**src/rtl/core/slp_pkg.sv**
```systemverilog
// ----------------------------------------------------------------------------
// slp_pkg
// Shared types, character codes and helpers for the serial-line CAN frame
// parser.
// ----------------------------------------------------------------------------
package slp_pkg;

    localparam int MAX_DATA_BYTES_DEF = 8;
    localparam int QUEUE_DEPTH        = 2;
    localparam int CNT_W              = 5;

    localparam logic [7:0] CH_CR       = 8'h0D;
    localparam logic [7:0] CH_STD_DATA = 8'h74;
    localparam logic [7:0] CH_STD_RTR  = 8'h72;
    localparam logic [7:0] CH_EXT_DATA = 8'h54;
    localparam logic [7:0] CH_EXT_RTR  = 8'h52;

    localparam int KIND_EXT = 0;
    localparam int KIND_RTR = 1;

    typedef struct packed {
        logic       is_cr;
        logic       is_type;
        logic [1:0] kind;
        logic       is_hex;
        logic [3:0] hex;
    } t_token;

    typedef enum logic [5:0] {
        PH_IDLE = 6'b000001,
        PH_ID   = 6'b000010,
        PH_DLC  = 6'b000100,
        PH_DATA = 6'b001000,
        PH_DONE = 6'b010000,
        PH_SKIP = 6'b100000
    } t_phase;

    function automatic t_token classify(input logic [7:0] c);
        t_token t;
        t = '0;
        t.is_cr = (c == CH_CR);
        if (c == CH_STD_DATA) begin
            t.is_type = 1'b1;
        end else if (c == CH_STD_RTR) begin
            t.is_type = 1'b1;
            t.kind[KIND_RTR] = 1'b1;
        end else if (c == CH_EXT_DATA) begin
            t.is_type = 1'b1;
            t.kind[KIND_EXT] = 1'b1;
        end else if (c == CH_EXT_RTR) begin
            t.is_type = 1'b1;
            t.kind = 2'b11;
        end
        if (c >= 8'h30 && c <= 8'h39) begin
            t.is_hex = 1'b1;
            t.hex    = 4'(c - 8'h30);
        end else if (c >= 8'h41 && c <= 8'h46) begin
            t.is_hex = 1'b1;
            t.hex    = 4'(c - 8'h37);
        end else if (c >= 8'h61 && c <= 8'h66) begin
            t.is_hex = 1'b1;
            t.hex    = 4'(c - 8'h57);
        end
        return t;
    endfunction

endpackage

```
**src/rtl/core/slp_if.sv**
```systemverilog
// ----------------------------------------------------------------------------
// slp_if
// Valid/ready channels: received characters in, parsed frames out.
// ----------------------------------------------------------------------------
interface slp_byte_if;
    logic       valid;
    logic       ready;
    logic [7:0] rx_byte;

    modport source (output valid, output rx_byte, input ready);
    modport sink   (input valid, input rx_byte, output ready);
endinterface

interface slp_frame_if;
    logic        valid;
    logic        ready;
    logic [31:0] frame_id;
    logic        is_extended;
    logic        is_remote;
    logic [3:0]  data_length;
    logic [63:0] data_bytes;

    modport source (output valid, output frame_id, output is_extended, output is_remote,
                    output data_length, output data_bytes, input ready);
    modport sink   (input valid, input frame_id, input is_extended, input is_remote,
                    input data_length, input data_bytes, output ready);
endinterface

```
**src/rtl/core/slp_front.sv**
```systemverilog
// ----------------------------------------------------------------------------
// slp_front
// Accepts characters and registers them as classified tokens.
// ----------------------------------------------------------------------------
module slp_front (
    input  logic            i_clk,
    input  logic            i_rst_n,
    slp_byte_if.sink        i_rx,
    output logic            o_tok_valid,
    output slp_pkg::t_token o_tok,
    input  logic            i_tok_ready
);
    import slp_pkg::*;

    logic   r_valid;
    t_token r_tok;

    assign i_rx.ready  = !r_valid || i_tok_ready;
    assign o_tok_valid = r_valid;
    assign o_tok       = r_tok;

    always_ff @(posedge i_clk) begin
        if (!i_rst_n) begin
            r_valid <= 1'b0;
        end else if (i_rx.ready) begin
            r_valid <= i_rx.valid;
        end
    end

    always_ff @(posedge i_clk) begin
        if (i_rx.valid && i_rx.ready) begin
            r_tok <= classify(i_rx.rx_byte);
        end
    end

endmodule

```
**src/rtl/core/slp_queue.sv**
```systemverilog
// ----------------------------------------------------------------------------
// slp_queue
// Short token queue between the classifier and the parser.
// ----------------------------------------------------------------------------
module slp_queue (
    input  logic            i_clk,
    input  logic            i_rst_n,
    input  logic            i_push_valid,
    input  slp_pkg::t_token i_push_tok,
    output logic            o_push_ready,
    output logic            o_pop_valid,
    output slp_pkg::t_token o_pop_tok,
    input  logic            i_pop_ready
);
    import slp_pkg::*;

    localparam int PTR_W = (QUEUE_DEPTH > 1) ? $clog2(QUEUE_DEPTH) : 1;
    localparam int LVL_W = $clog2(QUEUE_DEPTH + 1);

    t_token             r_mem [QUEUE_DEPTH];
    logic [PTR_W-1:0]   r_wr;
    logic [PTR_W-1:0]   r_rd;
    logic [LVL_W-1:0]   r_level;
    logic               push;
    logic               pop;

    assign o_push_ready = (r_level != LVL_W'(QUEUE_DEPTH));
    assign o_pop_valid  = (r_level != '0);
    assign o_pop_tok    = r_mem[r_rd];
    assign push         = i_push_valid && o_push_ready;
    assign pop          = o_pop_valid && i_pop_ready;

    always_ff @(posedge i_clk) begin
        if (push) begin
            r_mem[r_wr] <= i_push_tok;
        end
    end

    always_ff @(posedge i_clk) begin
        if (!i_rst_n) begin
            r_wr    <= '0;
            r_rd    <= '0;
            r_level <= '0;
        end else begin
            if (push) begin
                r_wr <= (r_wr == PTR_W'(QUEUE_DEPTH - 1)) ? '0 : r_wr + 1'b1;
            end
            if (pop) begin
                r_rd <= (r_rd == PTR_W'(QUEUE_DEPTH - 1)) ? '0 : r_rd + 1'b1;
            end
            if (push && !pop) begin
                r_level <= r_level + 1'b1;
            end else if (pop && !push) begin
                r_level <= r_level - 1'b1;
            end
        end
    end

endmodule

```
**src/rtl/core/slp_back.sv**
```systemverilog
// ----------------------------------------------------------------------------
// slp_back
// Line parser state machine and frame output register.
// ----------------------------------------------------------------------------
module slp_back #(
    parameter int MAX_DATA_BYTES = slp_pkg::MAX_DATA_BYTES_DEF
) (
    input  logic            i_clk,
    input  logic            i_rst_n,
    input  logic            i_tok_valid,
    input  slp_pkg::t_token i_tok,
    output logic            o_tok_ready,
    slp_frame_if.source     o_frame
);
    import slp_pkg::*;

    localparam int DATA_W = 8 * MAX_DATA_BYTES;
    localparam int NIBS   = 2 * MAX_DATA_BYTES;
    localparam int NIB_W  = $clog2(NIBS);

    t_phase             r_phase, n_phase;
    logic [1:0]         r_kind, n_kind;
    logic [31:0]        r_id, n_id;
    logic [3:0]         r_len, n_len;
    logic [DATA_W-1:0]  r_data, n_data;
    logic [CNT_W-1:0]   r_cnt, n_cnt;
    logic [CNT_W-1:0]   cnt_inc;
    logic [NIB_W-1:0]   nib;
    logic               take;
    logic               emit;

    logic               r_out_valid;
    logic [31:0]        r_out_id;
    logic [1:0]         r_out_kind;
    logic [3:0]         r_out_len;
    logic [DATA_W-1:0]  r_out_data;

    assign o_tok_ready = !r_out_valid || o_frame.ready;
    assign take        = i_tok_valid && o_tok_ready;
    assign cnt_inc     = r_cnt + 1'b1;
    assign nib         = r_cnt[NIB_W-1:0] ^ NIB_W'(1);

    always_comb begin
        n_phase = r_phase;
        n_kind  = r_kind;
        n_id    = r_id;
        n_len   = r_len;
        n_data  = r_data;
        n_cnt   = r_cnt;
        emit    = 1'b0;
        if (i_tok.is_cr) begin
            emit    = (r_phase == PH_DONE);
            n_phase = PH_IDLE;
            n_kind  = '0;
            n_id    = '0;
            n_len   = '0;
            n_data  = '0;
            n_cnt   = '0;
        end else begin
            unique case (r_phase)
                PH_IDLE: begin
                    n_kind = '0;
                    n_id   = '0;
                    n_len  = '0;
                    n_data = '0;
                    n_cnt  = '0;
                    if (i_tok.is_type) begin
                        n_kind  = i_tok.kind;
                        n_phase = PH_ID;
                    end else begin
                        n_phase = PH_SKIP;
                    end
                end
                PH_ID: begin
                    if (!i_tok.is_hex) begin
                        n_phase = PH_SKIP;
                    end else begin
                        n_id  = {r_id[27:0], i_tok.hex};
                        n_cnt = cnt_inc;
                        if (cnt_inc >= (r_kind[KIND_EXT] ? CNT_W'(8) : CNT_W'(3))) begin
                            n_cnt   = '0;
                            n_phase = PH_DLC;
                        end
                    end
                end
                PH_DLC: begin
                    if (!i_tok.is_hex || i_tok.hex > 4'(MAX_DATA_BYTES)) begin
                        n_phase = PH_SKIP;
                    end else begin
                        n_len   = i_tok.hex;
                        n_cnt   = '0;
                        n_phase = (r_kind[KIND_RTR] || i_tok.hex == '0) ? PH_DONE : PH_DATA;
                    end
                end
                PH_DATA: begin
                    if (!i_tok.is_hex) begin
                        n_phase = PH_SKIP;
                    end else begin
                        for (int k = 0; k < NIBS; k++) begin
                            if (nib == NIB_W'(k)) begin
                                n_data[4*k +: 4] = r_data[4*k +: 4] | i_tok.hex;
                            end
                        end
                        n_cnt = cnt_inc;
                        if (cnt_inc >= {r_len, 1'b0}) begin
                            n_phase = PH_DONE;
                        end
                    end
                end
                PH_DONE: begin
                    n_phase = PH_DONE;
                end
                PH_SKIP: begin
                    n_phase = PH_SKIP;
                end
                default: begin
                    n_phase = PH_SKIP;
                end
            endcase
        end
    end

    always_ff @(posedge i_clk) begin
        if (!i_rst_n) begin
            r_phase <= PH_IDLE;
            r_kind  <= '0;
            r_id    <= '0;
            r_len   <= '0;
            r_data  <= '0;
            r_cnt   <= '0;
        end else if (take) begin
            r_phase <= n_phase;
            r_kind  <= n_kind;
            r_id    <= n_id;
            r_len   <= n_len;
            r_data  <= n_data;
            r_cnt   <= n_cnt;
        end
    end

    always_ff @(posedge i_clk) begin
        if (!i_rst_n) begin
            r_out_valid <= 1'b0;
        end else if (take && emit) begin
            r_out_valid <= 1'b1;
        end else if (o_frame.ready) begin
            r_out_valid <= 1'b0;
        end
    end

    always_ff @(posedge i_clk) begin
        if (take && emit) begin
            r_out_id   <= r_id;
            r_out_kind <= r_kind;
            r_out_len  <= r_len;
            r_out_data <= r_data;
        end
    end

    assign o_frame.valid       = r_out_valid;
    assign o_frame.frame_id    = r_out_id;
    assign o_frame.is_extended = r_out_kind[KIND_EXT];
    assign o_frame.is_remote   = r_out_kind[KIND_RTR];
    assign o_frame.data_length = r_out_len;
    assign o_frame.data_bytes  = 64'(r_out_data);

endmodule

```
**src/rtl/core/slcan_line_frame_parser_unit.sv**
```systemverilog
// A frame is valid once its carriage return passes classifier, queue and output register.
// Throughput: one character per cycle, limited by the single-token parser update.
// A full output register stalls the parser; the queue keeps input flowing a while.
// Reset: synchronous active-low i_rst_n clears the parser to idle and empties all stages.
// ----------------------------------------------------------------------------
// slcan_line_frame_parser_unit
// Serial-line ASCII CAN frame parser: classifier, token queue, line parser.
// ----------------------------------------------------------------------------
module slcan_line_frame_parser_unit #(
    parameter int MAX_DATA_BYTES = slp_pkg::MAX_DATA_BYTES_DEF
) (
    input  logic        i_clk,
    input  logic        i_rst_n,
    slp_byte_if.sink    i_rx,
    slp_frame_if.source o_frame
);
    import slp_pkg::*;

    logic   fr_valid;
    t_token fr_tok;
    logic   fr_ready;
    logic   q_valid;
    t_token q_tok;
    logic   q_ready;

    slp_front u_front (
        .i_clk       (i_clk),
        .i_rst_n     (i_rst_n),
        .i_rx        (i_rx),
        .o_tok_valid (fr_valid),
        .o_tok       (fr_tok),
        .i_tok_ready (fr_ready)
    );

    slp_queue u_queue (
        .i_clk        (i_clk),
        .i_rst_n      (i_rst_n),
        .i_push_valid (fr_valid),
        .i_push_tok   (fr_tok),
        .o_push_ready (fr_ready),
        .o_pop_valid  (q_valid),
        .o_pop_tok    (q_tok),
        .i_pop_ready  (q_ready)
    );

    slp_back #(
        .MAX_DATA_BYTES (MAX_DATA_BYTES)
    ) u_back (
        .i_clk       (i_clk),
        .i_rst_n     (i_rst_n),
        .i_tok_valid (q_valid),
        .i_tok       (q_tok),
        .o_tok_ready (q_ready),
        .o_frame     (o_frame)
    );

    a_len_range: assert property (@(posedge i_clk) disable iff (!i_rst_n)
        o_frame.valid |-> o_frame.data_length <= 4'(MAX_DATA_BYTES))
        else $error("frame length above limit");

    a_remote_no_data: assert property (@(posedge i_clk) disable iff (!i_rst_n)
        (o_frame.valid && o_frame.is_remote) |-> o_frame.data_bytes == '0)
        else $error("remote frame carries data");

    a_std_id_range: assert property (@(posedge i_clk) disable iff (!i_rst_n)
        (o_frame.valid && !o_frame.is_extended) |-> o_frame.frame_id[31:12] == '0)
        else $error("standard id wider than 12 bits");

    a_empty_data: assert property (@(posedge i_clk) disable iff (!i_rst_n)
        (o_frame.valid && o_frame.data_length == '0) |-> o_frame.data_bytes == '0)
        else $error("zero-length frame carries data");

endmodule
```
**src/flat_wrapper.sv**
```systemverilog
// flat-port wrapper written by rule: the top's interface ports become plain ports
module slcan_line_frame_parser_unit_flat import slp_pkg::*;
#(
    parameter int MAX_DATA_BYTES = slp_pkg::MAX_DATA_BYTES_DEF
)
  (i_clk, i_rst_n, i_rx_valid, i_rx_rx_byte, i_rx_ready, o_frame_valid, o_frame_frame_id, o_frame_is_extended, o_frame_is_remote, o_frame_data_length, o_frame_data_bytes, o_frame_ready);
  slp_byte_if i_rx_i ();
  slp_frame_if o_frame_i ();
  input  logic i_clk;
  input  logic i_rst_n;
  input wire logic [$bits(i_rx_i.valid)-1:0] i_rx_valid;
  input wire logic [$bits(i_rx_i.rx_byte)-1:0] i_rx_rx_byte;
  output wire logic [$bits(i_rx_i.ready)-1:0] i_rx_ready;
  output wire logic [$bits(o_frame_i.valid)-1:0] o_frame_valid;
  output wire logic [$bits(o_frame_i.frame_id)-1:0] o_frame_frame_id;
  output wire logic [$bits(o_frame_i.is_extended)-1:0] o_frame_is_extended;
  output wire logic [$bits(o_frame_i.is_remote)-1:0] o_frame_is_remote;
  output wire logic [$bits(o_frame_i.data_length)-1:0] o_frame_data_length;
  output wire logic [$bits(o_frame_i.data_bytes)-1:0] o_frame_data_bytes;
  input wire logic [$bits(o_frame_i.ready)-1:0] o_frame_ready;
  assign i_rx_i.valid = i_rx_valid;
  assign i_rx_i.rx_byte = i_rx_rx_byte;
  assign i_rx_ready = i_rx_i.ready;
  assign o_frame_valid = o_frame_i.valid;
  assign o_frame_frame_id = o_frame_i.frame_id;
  assign o_frame_is_extended = o_frame_i.is_extended;
  assign o_frame_is_remote = o_frame_i.is_remote;
  assign o_frame_data_length = o_frame_i.data_length;
  assign o_frame_data_bytes = o_frame_i.data_bytes;
  assign o_frame_i.ready = o_frame_ready;
  slcan_line_frame_parser_unit #(.MAX_DATA_BYTES(MAX_DATA_BYTES)) u_core (.i_clk(i_clk), .i_rst_n(i_rst_n), .i_rx(i_rx_i), .o_frame(o_frame_i));
endmodule
```
**config.mk**
```make
export PLATFORM = sky130hd
export DESIGN_NAME = slcan_line_frame_parser_unit_flat
export DESIGN_NICKNAME = d
export VERILOG_FILES = /design/src/rtl/core/slp_pkg.sv /design/src/rtl/core/slp_if.sv /design/src/rtl/core/slp_front.sv /design/src/rtl/core/slp_queue.sv /design/src/rtl/core/slp_back.sv /design/src/rtl/core/slcan_line_frame_parser_unit.sv /design/src/flat_wrapper.sv
export SDC_FILE = /design/constraint.sdc
export NUM_CORES = 1
export LEC_CHECK = 0
export ABC_CLOCK_PERIOD_IN_PS = 13800
export BUFFER_PORTS_ARGS = -buffer_cell sky130_fd_sc_hd__buf_2
export CORE_MARGIN = 4
export CORE_UTILIZATION = 62
export DETAILED_ROUTE_END_ITERATION = 16
export PLACE_DENSITY = 0.85
export SETUP_SLACK_MARGIN = 0.1
export SLEW_MARGIN = 0
export SYNTH_ARGS = -nofsm -noshare
export SYNTH_HDL_FRONTEND = slang
export SYNTH_HIERARCHICAL = 1
export SYNTH_SLANG_ARGS = --single-unit
```
**constraint.sdc**
```tcl
create_clock -name i_clk -period 13.8 [get_ports i_clk]
set_clock_uncertainty 0.1 [all_clocks]
set_input_delay 0.69 -clock i_clk [delete_from_list [all_inputs] [get_ports i_clk]]
set_output_delay 0.69 -clock i_clk [all_outputs]
set_load 0.01 [all_outputs]
```
==> impl_table.tex <==
\begin{tabular}{lr}
\hline
Metric & Value \\
\hline
\multicolumn{2}{l}{\textbf{Clocking}} \\
\quad Number of H-tree levels & 1 \\
\quad Total of hold buffers inserted after clock tree synthesis & 0 \\
\quad Clock buffers created by TritonCTS & 24 \\
\quad Clk pin slew, worst setup/hold paths & roughly 70 ps \\
\quad Library cell used as clock root buffer & sky130\_fd\_sc\_hd\_\_clkbuf\_16 \\
\quad Sink count of the clock tree & approximately 250 \\
\quad TritonCTS clock tree & built \\
\quad Clk Latency, worst-skew pair & roughly 510 ps \\
\quad Deepest clock path buffer count & 3 \\
\quad Number of setup buffers added after CTS & 0 \\
\quad Number of gates resized after CTS & 0 \\
\multicolumn{2}{l}{\textbf{Place}} \\
\quad Final HPWL from detailed placement & $\sim$12 mm \\
\quad Cell count after placement & roughly 1000 \\
\quad Routability-driven placement congestion ratio & about 0.85 \\
\quad Count of buffers inserted at the top-level ports & between 100 and 150 \\
\multicolumn{2}{l}{\textbf{Critical path}} \\
\quad Number of buffer and inverter stages on the critical path & 0 \\
\quad Maximum fanout count along the critical path & 33 \\
\quad Reg-to-reg endpoint & u\_core/u\_back/r\_cnt[2]\$\_SDFFE\_PN0P\_ \\
\quad Crit. End Element & register \\
\quad Worst path required time & between 10000 and 15000 ps \\
\quad Critical path, cell by cell & mux2\_2 > nor3\_4 > and4\_1 > nor2\_1 > o221ai\_1 \\
\quad Master of the slowest instance on the critical path & sky130\_fd\_sc\_hd\_\_nor3\_4 \\
\quad Maximum single-stage delay on the critical path & between 900 and 1000 ps \\
\quad Element type at the critical path start & register \\
\quad Family with the most delay on the worst path & simple AND/OR/NAND/NOR gates \\
\quad Length in cells of the worst reg-to-reg path & 5 \\
\quad Setup Crit Path Kind & reg -> reg \\
\quad Worst EP arrival & $\sim$3400 ps \\
\quad Minimum setup slack among reg-to-reg paths & around 11000 ps \\
\multicolumn{2}{l}{\textbf{Synth}} \\
\quad Area contributors post-synth & sky130\_fd\_sc\_hd\_\_edfxtp\_1 (42\%), sky130\_fd\_sc\_hd\_\_dfxtp\_1 (26\%), sky130\_fd\_sc\_hd\_\_a21oi\_1 (6.2\%) \\
\quad Post-synth top area share & between 40 and 50\% \\
\quad Share of synthesized flip-flops with an asynchronous set or reset & 0\% \\
\quad Cell count after synthesis & between 700 and 800 \\
\quad Count of synthesis-stage warnings from yosys & 6 \\
\quad Flop and latch count out of synthesis & around 250 \\
\quad Most used standard cells in the synthesized netlist & sky130\_fd\_sc\_hd\_\_edfxtp\_1 (129), sky130\_fd\_sc\_hd\_\_dfxtp\_1 (120), sky130\_fd\_sc\_hd\_\_a21oi\_1 (114) \\
\quad Cell type with the largest total area after synthesis & sky130\_fd\_sc\_hd\_\_edfxtp\_1 \\
\quad Unique cell type count in the Yosys netlist & 66 \\
\quad Area of the mapped netlist & slightly above 0.009 mm2 \\
\quad Synth Net Count & a little under 800 \\
\quad Leading cell type by number of instances after synthesis & sky130\_fd\_sc\_hd\_\_edfxtp\_1 \\
\quad Post-synth EDFFs & around 130 \\
\quad Sequential element share of the synthesized area & around 68\% \\
\quad Synth Flop Type & sky130\_fd\_sc\_hd\_\_edfxtp\_1 \\
\quad Synth Area per Inst & approximately 12 um2 \\
\multicolumn{2}{l}{\textbf{STA}} \\
\quad Number of setup violations in the final report & 0 \\
\quad Actual transition at the worst max-transition pin & around 1200 ps \\
\quad Hold slack & approximately 330 ps \\
\quad Total count of max-transition violations in the final report & 0 \\
\quad Setup repair after global routing missed its margin & no \\
\quad Share of the cycle needed by the critical path after routing & between 20 and 25\% \\
\quad Setup\_tns & 0 ps \\
\quad Max Clock Freq & around 0.33 GHz \\
\quad Headroom to the max-slew limit & between 20\% and 30\% \\
\quad Hold violation total from the final report & 0 \\
\quad Minimum clock period & 3070 ps \\
\multicolumn{2}{l}{\textbf{Run status}} \\
\quad Outcome & finished, final reports clean \\
\multicolumn{2}{l}{\textbf{GRT}} \\
\quad Wire length of the first global-routing pass & between 30 and 40 mm \\
\quad Maximum number of pins on one net before global-route repair & 65 \\
\quad Antenna violations before repair & 0 \\
\quad Number of global-route vias before repair & 5903 \\
\quad GRT Util Overall & between 20\% and 30\% \\
\quad Grt total ovfl & 0 \\
\multicolumn{2}{l}{\textbf{Worst hold path}} \\
\quad Capture endpoint of the worst hold path & u\_core/u\_back/o\_frame.data\_bytes[53]\$\_DFFE\_PP\_ \\
\quad Class of the most critical hold timing path & reg -> reg \\
\quad Source of the worst hold timing path & u\_core/u\_back/r\_data[53]\$\_SDFFE\_PN0P\_ \\
\quad Hold Path Cell Cnt & 0 \\
\multicolumn{2}{l}{\textbf{Drt}} \\
\quad Post-route DRC violation count & 0 \\
\quad Detailed-route via count & $\sim$6300 \\
\quad Wire length reported by the detailed router & a little under 20 mm \\
\quad DRT iter0 DRCs & 722 \\
\quad Average via count per standard cell & around 6 \\
\quad Routed len/inst & approximately 19 um \\
\quad Antenna viol nets, final & 0 \\
\quad Initial DRT Pass Iterations & 6 \\
\multicolumn{2}{l}{\textbf{Floorplanning}} \\
\quad Boundary pin count & approximately 120 \\
\quad Area of the die & about 0.017 mm2 \\
\quad Standard-cell rows & 44 \\
\quad Core region area & between 0.01 and 0.015 mm2 \\
\quad Horizontal extent of the die & around 130 um \\
\quad Starting utilization of the core area & a little over three fifths \\
\quad Die boundary height & around 130 um \\
\multicolumn{2}{l}{\textbf{Layout}} \\
\quad Share of layout cells above drive strength 1 & between 20\% and 30\% \\
\quad Final-stage net count & just under 900 \\
\quad Final core occ & about 73\% \\
\quad Final Instance Count excl. Fillers & $\sim$1100 \\
\quad Relative area change from synthesis to final layout & 16.1\% \\
\quad Antenna diode count & 0 \\
\multicolumn{2}{l}{\textbf{Power and ir drop}} \\
\quad Power per standard cell area & roughly 160 mW/mm2 \\
\quad Leakage power & roughly 4 nW \\
\quad Peak supply drop & 112 uV \\
\quad PnR Total Power & 1.75 mW \\
\multicolumn{2}{l}{\textbf{Flow run}} \\
\quad Max-capacitance violation count & 0 \\
\hline
\end{tabular}
[layer usage]
layer	wire length [um]	global-route usage [%]	part of all wire, %	vias to the layer above
met4	428	6.72	2.2	0
met2	9830	37.8	50	306
met3	1520	3.56	7.7	42
li1	-	-	-	2932
met5	0	0	0	-
met1	8000	32.1	40	3060
[stage by stage]
stage	setup WS (ps)	cell area, um2
floorplan	7570	9200
global placement	10940	9870
detailed placement	10830	9870
CTS	10750	10700
global route	10540	10700
finish	10730	10700
[worst max path at each step]
stage                                                                to  slack, ps  depth (start not counted)
after global placement              u_core/u_back/r_cnt[1]$_SDFFE_PN0P_      10940                          5
after CTS                           u_core/u_back/r_cnt[2]$_SDFFE_PN0P_      10750                          5
after global routing                u_core/u_back/r_cnt[2]$_SDFFE_PN0P_      10540                          5
after detailed placement          u_core/u_back/r_data[21]$_SDFFE_PN0P_      10830                          6
after floorplan           u_core/u_back/o_frame.data_bytes[0]$_DFFE_PP_       7570                          4
final                               u_core/u_back/r_cnt[2]$_SDFFE_PN0P_      10730                          5
[state kept, by name, indices dropped and copies added (netlist names), named ones only]
register and cells:
u_core/u_back/o_frame.data_bytes 64, u_core/u_back/r_data 64, u_core/u_back/o_frame.frame_id 32, u_core/u_back/r_id 32
u_core/u_queue/r_mem 18, u_core/u_front/o_tok 9, u_core/u_back/r_phase 6, u_core/u_back/r_cnt 5
u_core/u_back/o_frame.data_length 4, u_core/u_back/r_len 4, u_core/u_back/r_kind 2, u_core/u_back/r_out_kind 2
u_core/u_queue/r_level 2, u_core/u_back/o_frame.valid 1, u_core/u_front/o_tok_valid 1, u_core/u_queue/r_rd 1
u_core/u_queue/r_wr 1
[area by class of cell]
cell class | instances | area [um2]
Clock buffer | 31 | 668
Clock inverter | 13 | 141
Fill cell | 945 | 3850
Inverter | 18 | 67.6
Multi-Input combinational cell | 444 | 2690
Sequential cell | 249 | 6280
Tap cell | 184 | 230
Timing Repair Buffer | 119 | 606
[logic make-up (layout without fill, tap and decap cells)]
| group | after synthesis | in the layout | synth area share (%) |
|---|---|---|---|
| flip-flops | 249 | 249 | 68.2 |
| XOR/XNOR | 7 | 7 | 0.666 |
| AND/OR/NAND/NOR | 252 | 252 | 15.0 |
| buffers and inverters | 61 | 181 | 2.79 |
| multiplexers | 9 | 9 | 1.10 |
| adder cells (fa/ha/maj) | 16 | 16 | 2.18 |
| AO/OA/AOI/OAI | 160 | 160 | 10.1 |
[cell usage in the layout, fill, tap and decap left out, drive strengths merged, types with 16 or more instances in the layout]
| cell type | Yosys | final |
|---|---|---|
| inv | 18 | 18 |
| nor2 | 83 | 83 |
| edfxtp | 129 | 129 |
| ha | 16 | 16 |
| dfxtp | 120 | 120 |
| buf | 12 | 119 |
| clkbuf | 31 | 31 |
| nand3 | 46 | 46 |
| nand2 | 45 | 45 |
| a21oi | 114 | 114 |
[where the power goes]
group	switching [mW]	internal (mW)	total, mW
clock	0.277	0.383	0.659
sequential	0.0237	0.799	0.822
combinational	0.194	0.0730	0.268
total	0.495	1.25	1.75
No activity file was read; power rests on OpenSTA's default activity.
